$ cat src/sv/bfg_pkg.sv
package bfg_pkg;

   localparam int MAX_WIDTH   = 2048;
   localparam int MAX_RADIUS  = 3;
   localparam int ROW_LIMIT   = 2048;
   localparam int SLOT_COUNT  = 2 * MAX_RADIUS + 1;
   localparam int SLOT_W      = $clog2(SLOT_COUNT + 1);
   localparam int HIST_DEPTH  = SLOT_COUNT;
   localparam int RC_W        = $clog2(HIST_DEPTH + 1);
   localparam int COL_W       = $clog2(MAX_WIDTH);
   localparam int ROW_W       = 11;
   localparam int GEOM_W      = 12;
   localparam int RAD_W       = 2;
   localparam int GAIN_W      = 16;
   localparam int CH_W        = 8;
   localparam int CHANNELS    = 3;
   localparam int PIX_W       = CH_W * CHANNELS;
   localparam int PROD_W      = CH_W + GAIN_W;

   localparam int Q_DEPTH     = 4;
   localparam int Q_PTR_W     = $clog2(Q_DEPTH);
   localparam int Q_CNT_W     = $clog2(Q_DEPTH + 1);
   localparam int OUT_DEPTH   = 8;
   localparam int OUT_PTR_W   = $clog2(OUT_DEPTH);
   localparam int OUT_CNT_W   = $clog2(OUT_DEPTH + 1);

   localparam int CSR_IDX_W   = 2;
   localparam int CSR_DATA_W  = 16;

   localparam logic [GEOM_W-1:0] RESET_WIDTH  = 12'd640;
   localparam logic [GEOM_W-1:0] RESET_HEIGHT = 12'd480;
   localparam logic [RAD_W-1:0]  RESET_RADIUS = 2'd1;
   localparam logic [GAIN_W-1:0] RESET_GAIN   = 16'd0;

   localparam logic [GAIN_W-1:0] LUMA_R = 16'd19595;
   localparam logic [GAIN_W-1:0] LUMA_G = 16'd38470;
   localparam logic [GAIN_W-1:0] LUMA_B = 16'd7471;

   typedef enum logic [CSR_IDX_W-1:0] {
      REG_IMAGE_WIDTH,
      REG_IMAGE_HEIGHT,
      REG_RADIUS,
      REG_GAIN
   } reg_index_type;

   typedef enum logic [1:0] {
      KIND_PASS = 2'd0,
      KIND_GRAY = 2'd1,
      KIND_FILT = 2'd2
   } kind_type;

   typedef struct packed {
      logic [CH_W-1:0] in_red;
      logic [CH_W-1:0] in_green;
      logic [CH_W-1:0] in_blue;
   } req_type;

   typedef struct packed {
      logic [ROW_W-1:0] pix_row;
      logic [COL_W-1:0] pix_col;
      logic [CH_W-1:0]  out_red;
      logic [CH_W-1:0]  out_green;
      logic [CH_W-1:0]  out_blue;
      logic [1:0]       pix_kind;
      logic             last_of_run;
   } rsp_type;

   typedef struct packed {
      logic [GEOM_W-1:0] image_width;
      logic [GEOM_W-1:0] image_height;
      logic [RAD_W-1:0]  radius;
      logic [GAIN_W-1:0] gain_q16;
   } cfg_type;

   typedef struct packed {
      logic [ROW_W-1:0]  row;
      logic [COL_W-1:0]  col;
      logic [PIX_W-1:0]  pix;
      logic [SLOT_W-1:0] slot;
      logic [SLOT_W-1:0] centre_slot;
      logic [RAD_W-1:0]  rad;
      logic              emit_filt;
      logic              self_valid;
      kind_type          self_kind;
   } item_type;

   typedef struct packed {
      item_type                          item;
      logic [SLOT_COUNT-1:0][PIX_W-1:0] column;
   } work_type;

endpackage

$ cat src/sv/bfg_queue.sv
module bfg_queue import bfg_pkg::*; (
   input  logic               clock,
   input  logic               reset,
   input  logic               push,
   input  work_type           push_data,
   input  logic               pop,
   output logic               empty,
   output logic [Q_CNT_W-1:0] count,
   output work_type           head_data
);

   work_type             mem_ff [Q_DEPTH];
   logic [Q_PTR_W-1:0]   wp_ff, wp_in;
   logic [Q_PTR_W-1:0]   rp_ff, rp_in;
   logic [Q_CNT_W-1:0]   cnt_ff, cnt_in;

   always_comb begin
      wp_in  = push ? wp_ff + 1'b1 : wp_ff;
      rp_in  = pop ? rp_ff + 1'b1 : rp_ff;
      cnt_in = cnt_ff + Q_CNT_W'(push) - Q_CNT_W'(pop);
   end

   always_ff @(posedge clock) begin
      if (reset) begin
         wp_ff  <= '0;
         rp_ff  <= '0;
         cnt_ff <= '0;
      end else begin
         wp_ff  <= wp_in;
         rp_ff  <= rp_in;
         cnt_ff <= cnt_in;
      end
      if (push) begin
         mem_ff[wp_ff] <= push_data;
      end
   end

   assign empty     = (cnt_ff == '0);
   assign count     = cnt_ff;
   assign head_data = mem_ff[rp_ff];

endmodule

$ cat config.mk
export PLATFORM = sky130hd
export DESIGN_NAME = bfg_queue
export DESIGN_NICKNAME = d
export VERILOG_FILES = /design/src/sv/bfg_pkg.sv /design/src/sv/bfg_queue.sv
export SDC_FILE = /design/constraint.sdc
export NUM_CORES = 1
export LEC_CHECK = 0
export ABC_AREA = 0
export BUFFER_PORTS_ARGS = -buffer_cell sky130_fd_sc_hd__buf_4
export CORE_MARGIN = 2
export CORE_UTILIZATION = 40
export CTS_CLUSTER_DIAMETER = 150
export DETAILED_ROUTE_END_ITERATION = 6
export MAX_ROUTING_LAYER = met4
export SYNTH_ARGS = -nofsm -noshare
export SYNTH_HDL_FRONTEND = slang
export SYNTH_SLANG_ARGS = --single-unit
$ cat constraint.sdc
create_clock -name clock -period 7.4 [get_ports clock]
set_clock_uncertainty 0.15 [all_clocks]
set_input_delay 1.85 -clock clock [delete_from_list [all_inputs] [get_ports clock]]
set_output_delay 1.85 -clock clock [all_outputs]
set_load 0.02 [all_outputs]
# Yosys cells after proc, flatten, opt, wreduce, memory -nomap -nowiden
# Memory sizes are Yosys's and may differ from the RTL's. A register that Yosys moved wholly into a read port is not among the register bits.
# Index checks and enable logic that the tools add are counted.
[totals] register_bits=7 latchBits=0 mem_bits_rw=904 romBits=0 out_inout_bits=230 elab_cells=13 mem_count=1
[classes] add_sub_neg=4 n_mul=0 div_mod_pow=0 magnitude_cmp=0 n_eq_ne=0 shifts=0 muxes=4 bitwise=0 n_reduce_logical=1
[mem_list] memory="mem_ff" depth=4 width=226 rd=1 rd_clocked_by_memory_dff=1 write_ports=1 line_no="bfg_queue.sv:12" text="work_type mem_ff [Q_DEPTH];"
[op_table] op="2-bit by 1-bit adder with 2-bit output (second input constant)" n=2
[op_table] op="2-bit two-way mux" n=2
[op_table] op="3-bit by 1-bit adder with 3-bit output" n=1
[op_table] op="3-bit zero test" n=1
[op_table] op="3-bit by 1-bit subtractor with 3-bit output" n=1
[op_table] op="1-bit two-way mux" n=2

# Longest topological paths before layout
# Gate-level depths: netlist (run 1).
[logic_depth] depth_word=3 mapped_depth=7 ltp_nobuf=7

# Least setup slack after synthesis (run 1)
# No wires, ideal clock.
[synth_timing] path_kind="input-to-reg" start="input port push" end="memory mem_ff[0][0] in the netlist's numbering (enable)" setup_time_ns=0.614 arrival_time_ns=6.967 required_time_ns=6.636 setup_slack_ns=-0.331 path_stages=1 n_path_buf=0 cell_sequence="and2_1"
[synth_between] elab_chain_cells=2
[synth_lines] item="from (decl)" line_no="bfg_queue.sv:4" text="input logic push,"
[synth_lines] item="1-bit two-way mux" line_no="bfg_queue.sv:33" text="if (push) begin"
[synth_lines] item="1-bit two-way mux (not written as such)" line_no="bfg_queue.sv:34" text="mem_ff[wp_ff] <= push_data;"
[synth_lines] item="to (decl)" line_no="bfg_queue.sv:12"
# Every way passes these cells.

==> results of run 1 <==
==> cell usage in the layout, fill, tap and decap left out <==
master	count
inv_1	6
nand3b_1	1
mux2i_1	1
diode_2	3
nor2_1	5
clkinv_4	1
mux4_2	226
nor2b_1	2
a21oi_1	1
inv_6	1
edfxtp_1	904
clkbuf_1	16
clkinvlp_4	6
inv_16	1
dfxtp_1	7
and2_4	4
ha_1	6
a21bo_2	1
xor3_1	1
clkinv_2	21
dfxtp_4	2
nor3_1	1
fa_1	1
xnor2_1	2
buf_12	8
clkinv_1	18
clkinv_16	3
buf_4	469
bufinv_16	7
clkbuf_16	94
==> worst max path at each step <==
stage,to,slack [ns]
2_1_floorplan,mem_ff[1][0],2.20
3_5_place_dp,head_data[12],3.18
6_report,head_data[198],2.59
5_1_grt,head_data[12],2.38
4_1_cts,head_data[12],2.47
3_3_place_gp,head_data[12],3.19
==> where the power goes <==
part           switching, W  total [W]  internal [W]
Clock               0.00190    0.00448       0.00259
Combinational      0.000733    0.00134      0.000606
Sequential        0.0000621    0.00601       0.00595
Total               0.00269     0.0118       0.00915
==> synth_stat cells, drive strengths merged <==
| master | number |
|---|---|
| edfxtp | 904 |
| mux2i | 1 |
| nor2 | 5 |
| buf | 49 |
| a21oi | 1 |
| fa | 1 |
| inv | 6 |
| mux4 | 226 |
| ha | 6 |
| dfxtp | 9 |
| clkbuf | 1 |
| nor3 | 1 |
| a21bo | 1 |
| and2 | 4 |
| nor2b | 2 |
| xor3 | 1 |
| nand3b | 1 |
| xnor2 | 2 |
==> worst register-to-register path, stage by stage, from the launching register on <==
cell,delay (ns)
dfxtp_1,0.39
ha_1,0.17
and2_4,0.70
buf_12,0.55
==> final cells by class <==
| class | instances | area share, % |
|---|---|---|
| timing repair buffer | 477 | 9.05 |
| clock inverter | 58 | 1.37 |
| sequential | 913 | 67.2 |
| antenna | 3 | 0.0185 |
| multi-input combinational | 252 | 13.1 |
| clock buffer | 110 | 5.93 |
| tap | 1070 | 3.29 |
| inverter | 6 | 0.0554 |
==> state kept, by name (all words and copies together), names as in the netlist, named ones only <==
| signal | count |
|---|---|
| count | 3 |
| mem_ff | 904 |
| rp_ff | 2 |
| wp_ff | 2 |
==> per-stage QoR <==
stage / hold slack (ns) / total power (W) / cells
2_1_floorplan: 0.342 / 0.00689 / 1221
3_3_place_gp: 0.347 / 0.00747 / 2718
3_5_place_dp: 0.382 / 0.00750 / 2718
4_1_cts: 0.405 / 0.0120 / 2886
5_1_grt: 0.436 / 0.0123 / 2889
6_report: 0.401 / 0.0118 / 2889
==> per-layer routing <==
metal | track usage (%) | vias up | wire [um]
met5 | - | - | 0
met4 | 4.32 | 0 | 1140
met3 | 5.14 | 78 | 5800
met2 | 25.4 | 465 | 33100
met1 | 19.9 | 7729 | 26000
li1 | - | 6353 | -
==> kinds of logic after synthesis <==
kind of cell | after synthesis
AO/OA/AOI/OAI | 2
XOR/XNOR | 3
adder cells (fa/ha/maj) | 7
buffers and inverters | 56
flip-flops | 913
multiplexers | 227
AND/OR/NAND/NOR | 13
==> metrics.md, run 1 <==
| Metric | Value |
|---|---|
| Status | `completed` |
| Die H | `just under 300 um` |
| GR Overflow Total | `0` |
| Die extent in x | `291 um` |
| Die ar. | `approximately 0.085 mm2` |
| Crit-path max cell delay | `about 0.7 ns` |
| Layout area overhead | `23.2%` |
| Final hold viol count | `0` |
| # rows | `around 110` |
| Synth Area in Adders | `less than 1%` |
| Cts repair resizes | `0` |
| First-pass GRT wire length | `between 90000 and 100000 um` |
| Max-cap violations | `0` |
| CP Cell Sequence | `buf_12 -> mux4_2 -> buf_4` |
| Layout fillers | `between 6000 and 7000` |
| Startpoint types | `register` |
| Peak VDD IR | `0.000193 V` |
| Drt total wl | `between 60000 and 70000 um` |
| Clock root cell | `clkbuf_16` |
| Yosys top cell by area | `edfxtp_1` |
| Pwr Density | `291 mW/mm2` |
| Routability cong. | `0.747` |
| Final setup margin | `2.59 ns` |
| Initial antenna violation count | `3` |
| Relative slew slack | `about a quarter` |
| # DRC | `0` |
| IO Pins | `460` |
| Final Slew Violations | `0` |
| CP bufs+invs | `2` |
| CTS Buf Count | `93` |
| Crit path required time | `5.40 ns` |
| Clk buf depth | `3` |
| Share of layout cells above drive strength 1 | `a little under half` |
| TritonCTS clock tree | `yes` |
| Top delay family on crit path | `flip-flops` |
| R2r worst-path depth | `3` |
| Synth Area in Compound Gates | `0.0455%` |
| Fin area | `a little over 0.04 mm2` |
| Post-layout min period | `4.81 ns` |
| Sequential share of the synthesized area | `between 80 and 90%` |
| # clock sinks | `around 910` |
| Hold Path Cell Cnt | `2` |
| Vias in the first global route | `approximately 16000` |
| Reg-to-reg startpoint | `wp_ff[0]` |
| Worst-path fanout max | `118` |
| Mapped Area | `0.0330 mm2` |
| Critical Path Stages | `3` |
| Final setup vio count | `0` |
| Largest net degree at the start of global routing | `121` |
| Pre-CTS setup slack | `about 3.2 ns` |
| Avg WL per Cell | `22.8 um` |
| Hold buffer count at cts | `0` |
| Yosys cell types | `20` |
| Final Cycle Share | `between 60 and 70%` |
| Drt pass-1 iters | `4` |
| Fmax | `approximately 0.21 GHz` |
| Reg2Reg Capture Point | `mem_ff[1][191]` |
| Final Core Density | `between 40% and 50%` |
| Critical path class | `reg -> out` |
| Worst Max-Slew Pin Slew | `1.13 ns` |
| DR vias/cell | `~5` |
| DR vias | `14600` |
| Register area | `approximately 0.027 mm2` |
| Mux cell area share after synthesis | `15.4%` |
| Worst skew pair latency | `about 0.63 ns` |
| Tot GR Track Use | `16.0%` |
| Largest cells by area after synthesis | `edfxtp_1, mux4_2, buf_6, dfxtp_1, buf_2` |
| Clock transition at path regs | `approximately 0.060 ns` |
| Synth Area in Simple Gates | `0.208%` |
| CP max stage cell | `dfxtp_4` |
| FF-to-FF setup slack | `4.83 ns` |
| CP endpoint kind | `primary output` |
| Setup bufs post-CTS | `0` |
| Gate Count Post-Synth | `1221` |
| Net Count, Synth | `between 1000 and 1500` |
| Setup_tns | `0 ns` |
| Startpoint of the worst hold path | `rp_ff[0]` |
| Crit path DAT | `~2.8 ns` |
| Hpwl dp | `approximately 40000 um` |
| Xor/xnor cell area share of the yosys netlist | `0.125%` |
| Synthesized flop and latch total | `913` |
| CTS H-tree depth | `3` |
| Synth top area share | `about 82%` |
| Multi-input gate area | `0.00533 mm2` |
| Std-Cell Core Area | `about 0.082 mm2` |
| Largest family of logic cells by synthesized area | `multiplexers` |
| Dpl cell area | `around 0.038 mm2` |
| Final ANT Viol Nets | `0` |
| Leakage power | `between 10 and 15 nW` |
| Unrepaired setup endpoints after global routing | `false` |
| Hold Crit Class | `reg -> reg` |
| Final net count | `about 2000` |
| Avg Cell Area, Syn | `approximately 27 um2` |
| Yosys warns | `0` |
| Initial DRC count | `843` |
| Initial Util | `approximately 40%` |
| PortBufs | `about 460` |
Power figures use the tool's default switching activity.
==> run 2, diff against run 1 <==
--- a/config.mk
+++ b/config.mk
@@ -5,7 +5,7 @@
 export SDC_FILE = /design/constraint.sdc
 export NUM_CORES = 1
 export LEC_CHECK = 0
-export ABC_AREA = 0
+export ABC_AREA = 1
 export BUFFER_PORTS_ARGS = -buffer_cell sky130_fd_sc_hd__buf_4
 export CORE_MARGIN = 2
 export CORE_UTILIZATION = 40
==> constraint.sdc (replaced) <==
create_clock -name clock -period 4.7 [get_ports clock]
set_clock_uncertainty 0.15 [all_clocks]
set_input_delay 1.175 -clock clock [delete_from_list [all_inputs] [get_ports clock]]
set_output_delay 1.175 -clock clock [all_outputs]
set_load 0.02 [all_outputs]
==> run 2 against run 1 <==
  * Setup slack lost 1.8 ns
  * Highest routed layer unchanged
  * First-iteration DRC count increased by 65%
  * Critical endpoint is now head_data[221]
  * Register-to-register slack got worse by 2.6 ns
  * Flip-flop and latch count stayed put
  * Die area is 8.8% higher
  * Global-route usage increased by 1.0 points
  * Largest power group unchanged
  * Sequential share of layout area fell by 4.8 points
  * Sequential power up 57%
==> metrics.md, run 2 <==
| Metric | Value |
|---|---|
| Status | `completed` |
| Most common cell in the netlist | `edfxtp_1` |
| Crit path DAT | `2.60 ns (-0.21 ns)` |
| # rows | `109 (+3.8%)` |
| Logic gate share of total power | `11.4% (about the same)` |
| Tot GR Track Use | `17.0% (+1.0 points)` |
| Final setup vio count | `0 (unchanged)` |
| Initial antenna violation count | `9 (+6)` |
| # DRC | `0 (unchanged)` |
| Hold buffer count at cts | `0 (unchanged)` |
| Placed insts | `4234 (+56%)` |
| CP endpoint kind | `primary output` |
| Sequential share of the synthesized area | `76.0% (-6.8 points)` |
| Avg Cell Area, Syn | `13.4 um2 (-51%)` |
| Largest net degree at the start of global routing | `161 (+33%)` |
| # clock sinks | `913 (unchanged)` |
| Startpoint types | `register` |
| Die ar. | `0.0923 mm2 (+8.8%)` |
| Layout fillers | `7693 (+18%)` |
| Net Count, Synth | `2929 (+100%)` |
| GRT Max-Usage Layer | `met2` |
| Largest cells by area after synthesis | `edfxtp_1, inv_1, nand2_1, o211ai_1, a21oi_1` |
| Clock transition at path regs | `0.06 ns (about the same)` |
| Std-Cell Core Area | `0.0888 mm2 (+8.5%)` |
| Die H | `304 um (+4.3%)` |
| Yosys warns | `0 (unchanged)` |
| Register area | `0.0273 mm2 (unchanged)` |
| Final Cycle Share | `between 80 and 90%` |
| DR vias/cell | `4.79 (-5.4%)` |
| WHS | `0.304 ns (-0.0967 ns)` |
| Multi-input gate area | `0.00593 mm2 (+11%)` |
| CTS Buf Count | `99 (+6.5%)` |
| Worst Max-Slew Pin Slew | `0.876 ns (-0.253 ns)` |
| Clk buf depth | `3 (unchanged)` |
| Drt pass-1 iters | `5 (+1)` |
| Avg WL per Cell | `17.4 um (-24%)` |
| Worst-path fanout max | `66 (-44%)` |
| Hpwl dp | `49100 um (+24%)` |
| Drt total wl | `76900 um (+17%)` |
| Worst skew pair latency | `0.64 ns (about the same)` |
| Peak VDD IR | `0.000427 V (+120%)` |
| Share of layout cells above drive strength 1 | `20.9% (-26 points)` |
| Relative slew slack | `41.6% (+17 points)` |
| NetSw | `0.00451 W (+67%)` |
| Cell-internal power | `0.0143 W (+56%)` |
| Fmax | `0.255 GHz` |
| Final Slew Violations | `0 (unchanged)` |
| Ys flop type | `edfxtp_1` |
| Setup bufs post-CTS | `0 (unchanged)` |
| Unrepaired setup endpoints after global routing | `false` |
| Met2 GRT Util | `28.1% (+2.7 points)` |
| Yosys top cell by area | `edfxtp_1` |
| Non-Filler Instances | `4416 (+53%)` |
| GR Layer Usage met1 | `20.3% (+0.37 points)` |
| Die extent in x | `304 um (+4.3%)` |
| Synth Area in Simple Gates | `4.86% (+4.7 points)` |
| Grt met3 use | `4.51% (-0.63 points)` |
| IO Pins | `460 (unchanged)` |
| Synth Area in Compound Gates | `11.2% (+11 points)` |
| Post-synth ARST share | `0% (unchanged)` |
| Synth top area share | `75.5% (-6.7 points)` |
| First-pass GRT wire length | `118000 um (+19%)` |
| Routability cong. | `0.749 (+0.24%)` |
| Synthesized flop and latch total | `913 (unchanged)` |
| Pwr Density | `428 mW/mm2 (+47%)` |
| TritonCTS clock tree | `yes` |
| Hold Crit Class | `reg -> reg` |
| Yosys cell types | `19 (-5.0%)` |
| Final hold viol count | `0 (unchanged)` |
| Sequential group share of total power | `50.1% (-0.7 points)` |
| Max-cap violations | `0 (unchanged)` |
| CTS H-tree depth | `3 (unchanged)` |
| Most frequent cells in the layout | `edfxtp_1, buf_4, inv_1` |
| Final net count | `3407 (+72%)` |
| Crit path required time | `3.38 ns (-2.02 ns)` |
| GR Overflow Total | `0 (unchanged)` |
| Max reg flops | `904 (unchanged)` |
| Final ANT Viol Nets | `0 (unchanged)` |
| Clock root cell | `clkbuf_16` |
| Critical path class | `reg -> out` |
| Gate Count Post-Synth | `2692 (+120%)` |
| Synth Area in Adders | `0.264% (-0.024 points)` |
| Most flops, register | `mem_ff` |
| Post-synth EDFFs | `904 (unchanged)` |
| Switching part of the total | `24.0% (+1.3 points)` |
| Most instantiated cells after synthesis | `edfxtp_1, inv_1, nand2_1` |
| Clock share of power | `38.5% (+0.6 points)` |
| Xor/xnor cell area share of the yosys netlist | `0% (-0.13 points)` |
| DR vias | `21100 (+45%)` |
| Initial DRC count | `1389 (+65%)` |
| Leakage power | `16.9 nW (+25%)` |
| Layout area overhead | `21.9%` |
| Most common cell after layout, fill and taps aside | `edfxtp_1` |
| PortBufs | `459 (unchanged)` |
| Vias in the first global route | `20300 (+30%)` |
| Post-layout min period | `3.93 ns` |
| Mux cell area share after synthesis | `0% (-15 points)` |
| Cts repair resizes | `0 (unchanged)` |
| Mapped Area | `0.0360 mm2 (+8.9%)` |
| Largest family of logic cells by synthesized area | `compound AO/OA/AOI/OAI gates` |
| Initial Util | `40.5% (+0.16 points)` |
==> run 2: cell count changes after synthesis, sizes merged, moves of 226 or more <==
| cell | change |
|---|---|
| nand2 | +460 |
| mux4 | -226 |
| inv | +462 |
| o21ai | +230 |
| o211ai | +226 |
| a21oi | +231 |
==> run 2: final timing paths <==
kind                 start              to  slack (ns)  cells after the start
hold / removal    rp_ff[1]        register        0.30                      2
setup reg to reg  wp_ff[1]   mem_ff[1][36]        2.28                      6
setup / recovery  register  head_data[221]        0.77                      5
hold reg to reg   rp_ff[1]        register        0.30                      2
==> run 2: cell families (layout without fill, tap and decap cells) <==
family,after synthesis,after routing
adders and majority gates,7,7
and+or+nand+nor,465,465
buffers and inverters,619,1170
DFF,913,913
AOI/OAI and AO/OA,688,688
other,0,8
==> run 2: power by group through the flow <==
stage          sequential (W)  combinational (W)  clock (W)
5_1_grt               0.00944            0.00234    0.00776
3_5_place_dp          0.00959            0.00217          0
6_report              0.00941            0.00213    0.00723
2_1_floorplan         0.00960            0.00118          0
3_3_place_gp          0.00958            0.00215          0
4_1_cts               0.00942            0.00218    0.00744
==> run 2: routing by layer <==
metal / wire, um / vias up
met1: 31500 / 10200
met4: 2060 / 0
met2: 38500 / 452
met5: 0 / -
met3: 4850 / 126
li1: - / 10400
==> run 2: final cells by class <==
type	instances	share of cell area [%]
antenna	8	0.0457
clock buffer	127	6.01
clock inverter	47	0.890
inverter	468	4.04
multi-input combinational	1160	13.5
sequential	913	62.3
tap	1165	3.32
timing repair buffer	528	9.81
==> run 2: critical path: stages, from the launching register on <==
cell and delay, ns:
dfxtp_4 0.75, buf_4 0.60, a21oi_1 0.14, o21ai_1 0.11, nand2_1 0.11, buf_4 0.17
==> run 2: through the flow <==
stage          util [%]  TNS [ns]  total power [W]  worst slack [ns]  instance area, um2
2_1_floorplan         -   -377.38           0.0108            -0.417               36000
3_3_place_gp       46.0         0           0.0117              1.46               40800
3_5_place_dp       46.0         0           0.0118              1.44               40800
4_1_cts            49.4         0           0.0190             0.706               43800
5_1_grt            49.4         0           0.0195             0.555               43800
6_report           49.4         0           0.0188             0.775               43800
==> run 3, diff against run 2 <==
--- a/config.mk
+++ b/config.mk
@@ -5,7 +5,7 @@
 export SDC_FILE = /design/constraint.sdc
 export NUM_CORES = 1
 export LEC_CHECK = 0
-export ABC_AREA = 1
+export ABC_AREA = 0
 export BUFFER_PORTS_ARGS = -buffer_cell sky130_fd_sc_hd__buf_4
 export CORE_MARGIN = 2
 export CORE_UTILIZATION = 40
==> constraint.sdc (replaced) <==
create_clock -name clock -period 3.5 [get_ports clock]
set_clock_uncertainty 0.15 [all_clocks]
set_input_delay 0.875 -clock clock [delete_from_list [all_inputs] [get_ports clock]]
set_output_delay 0.875 -clock clock [all_outputs]
set_load 0.02 [all_outputs]
==> run 3 against run 2 <==
  * Cell count is 33% lower
  * Count of clock-buffer cells in the layout is 11 lower
  * Largest cell class unchanged
  * Die area is 8.1% lower
  * First-iteration DRC count is 36% lower
  * Total power is 34% higher
  * Flip-flop and latch count stayed put
  * Critical path type unchanged
  * Register-to-register slack worse by 0.84 ns
  * Largest power group unchanged
  * Global-route usage hardly changed
  * Clock power is 30% higher
==> metrics.md, run 3 (synthesis results as in run 1) <==
| Metric | Value |
|---|---|
| Status | `completed` |
| CP bufs+invs | `3 (+1)` |
| Overall power | `0.0251 W (+34%)` |
| Final setup vio count | `0 (unchanged)` |
| Final hold viol count | `0 (unchanged)` |
| Most flops, register | `mem_ff` |
| DR vias/cell | `5.02 (+4.9%)` |
| Peak VDD IR | `0.000455 V (+6.5%)` |
| Initial Util | `40.3% (-0.16 points)` |
| Hpwl dp | `45500 um (-7.4%)` |
| CP endpoint kind | `primary output` |
| Die ar. | `0.0849 mm2 (-8.1%)` |
| Critical path class | `reg -> out` |
| Drt pass-1 iters | `5 (unchanged)` |
| Die H | `291 um (-4.1%)` |
| Vias in the first global route | `16200 (-20%)` |
| Max-cap violations | `0 (unchanged)` |
| Largest net degree at the start of global routing | `94 (-42%)` |
| Fin area | `0.0413 mm2 (-5.8%)` |
| IO Pins | `460 (unchanged)` |
| Worst Max-Slew Pin Slew | `0.688 ns (-0.187 ns)` |
| Relative slew slack | `54.1% (+12 points)` |
| Fmax | `0.297 GHz` |
| Startpoint types | `register` |
| TritonCTS clock tree | `yes` |
| Dpl cell area | `0.0383 mm2 (-6.0%)` |
| Worst skew pair latency | `0.62 ns (-0.02 ns)` |
| Layout area overhead | `25.1%` |
| DR vias | `14800 (-30%)` |
| Initial antenna violation count | `9 (unchanged)` |
| CP Cell Sequence | `buf_16 -> buf_12 -> mux4_2 -> buf_4` |
| Clock root cell | `clkbuf_16` |
| Top delay family on crit path | `buffers and inverters` |
| First-pass GRT wire length | `105000 um (-11%)` |
| # DRC | `0 (unchanged)` |
| Avg WL per Cell | `23.6 um (+36%)` |
| Max reg flops | `904 (unchanged)` |
| Most common cell after layout, fill and taps aside | `edfxtp_1` |
| Initial DRC count | `895 (-36%)` |
| # rows | `105 (-3.7%)` |
| Pwr Density | `607 mW/mm2 (+42%)` |
| Post-layout min period | `3.37 ns` |
| Leakage power | `13.8 nW (-18%)` |
| Final Slew Violations | `0 (unchanged)` |
| Crit path DAT | `2.34 ns (-0.26 ns)` |
| Worst-path fanout max | `24 (-64%)` |
| Crit-path max cell delay | `0.52 ns (-0.23 ns)` |
| Tot GR Track Use | `17.1% (+0.046 points)` |
| PortBufs | `459 (unchanged)` |
| Most frequent cells in the layout | `edfxtp_1, buf_4, mux4_2` |
| Drt total wl | `69500 um (-9.6%)` |
| Share of layout cells above drive strength 1 | `47.7% (+27 points)` |
| CTS Buf Count | `94 (-5.1%)` |
| CTS H-tree depth | `3 (unchanged)` |
| Hold Crit Class | `in -> reg` |
| Final net count | `2030 (-40%)` |
| CP max stage cell | `mux4_2` |
| Final Cycle Share | `96.3%` |
| Routability cong. | `0.774 (+3.4%)` |
| Setup bufs post-CTS | `0 (unchanged)` |
| # clock sinks | `913 (unchanged)` |
| Clk buf depth | `3 (unchanged)` |
| GR Overflow Total | `0 (unchanged)` |
| Final Core Density | `50.5% (+1.1 points)` |
| Die extent in x | `291 um (-4.1%)` |
| Setup_tns | `0 ns (unchanged)` |
| Std-Cell Core Area | `0.0818 mm2 (-7.8%)` |
| Unrepaired setup endpoints after global routing | `false` |
| Clock transition at path regs | `0.06 ns (about the same)` |
| Crit path required time | `2.47 ns (-0.91 ns)` |
| Final ANT Viol Nets | `0 (unchanged)` |
-- run 3: what timing repair did --
item | in CTS | in global routing
resized for setup | 0 | 1
hold buffers | 0 | 0
setup endpoints to repair | 0 | 1
-- run 3: metal layers --
| layer | global-route usage [%] | vias up | part of all wire, % | wire [um] |
|---|---|---|---|---|
| li1 | - | 6475 | - | - |
| met1 | 21.0 | 7770 | 40 | 27700 |
| met2 | 27.5 | 430 | 50 | 35100 |
| met3 | 5.20 | 99 | 7.7 | 5350 |
| met4 | 4.84 | 0 | 1.9 | 1360 |
| met5 | - | - | 0 | 0 |
-- run 3: final timing paths --
| check | depth (start not counted) | slack [ns] | endpoint | from |
|---|---|---|---|---|
| setup / recovery | 4 | 0.13 | head_data[153] | register |
| hold / removal | 1 | 0.28 | mem_ff[0][63] | push_data[63] |
| setup reg to reg | 4 | 1.44 | mem_ff[1][121] | wp_ff[1] |
| hold reg to reg | 2 | 0.36 | register | rp_ff[0] |
-- run 3: stage by stage --
step                cells  setup WS, ns  hold WS, ns
finish               2943         0.130        0.280
global route         2943       0.00321        0.243
CTS                  2934        0.0443        0.224
detailed placement   2767         0.733        0.363
global placement     2767         0.758        0.350
floorplan            1221         0.456        0.342
-- run 3: power by group --
part           total, W  internal [W]  switching, W
sequential       0.0127        0.0126      0.000125
combinational   0.00299       0.00138       0.00161
clock           0.00940       0.00544       0.00396
total            0.0251        0.0194       0.00569
-- run 3: final cells by class --
class                   instances  area [um2]
fillers                      6467       40500
repair buffers                526        4320
flip-flops and latches        913       27300
multi-input cells             252        5330
clock inverters                51         485
well taps                    1070        1340
inverters                       6        22.5
clock buffers                 116        2460
diodes                          9        22.5
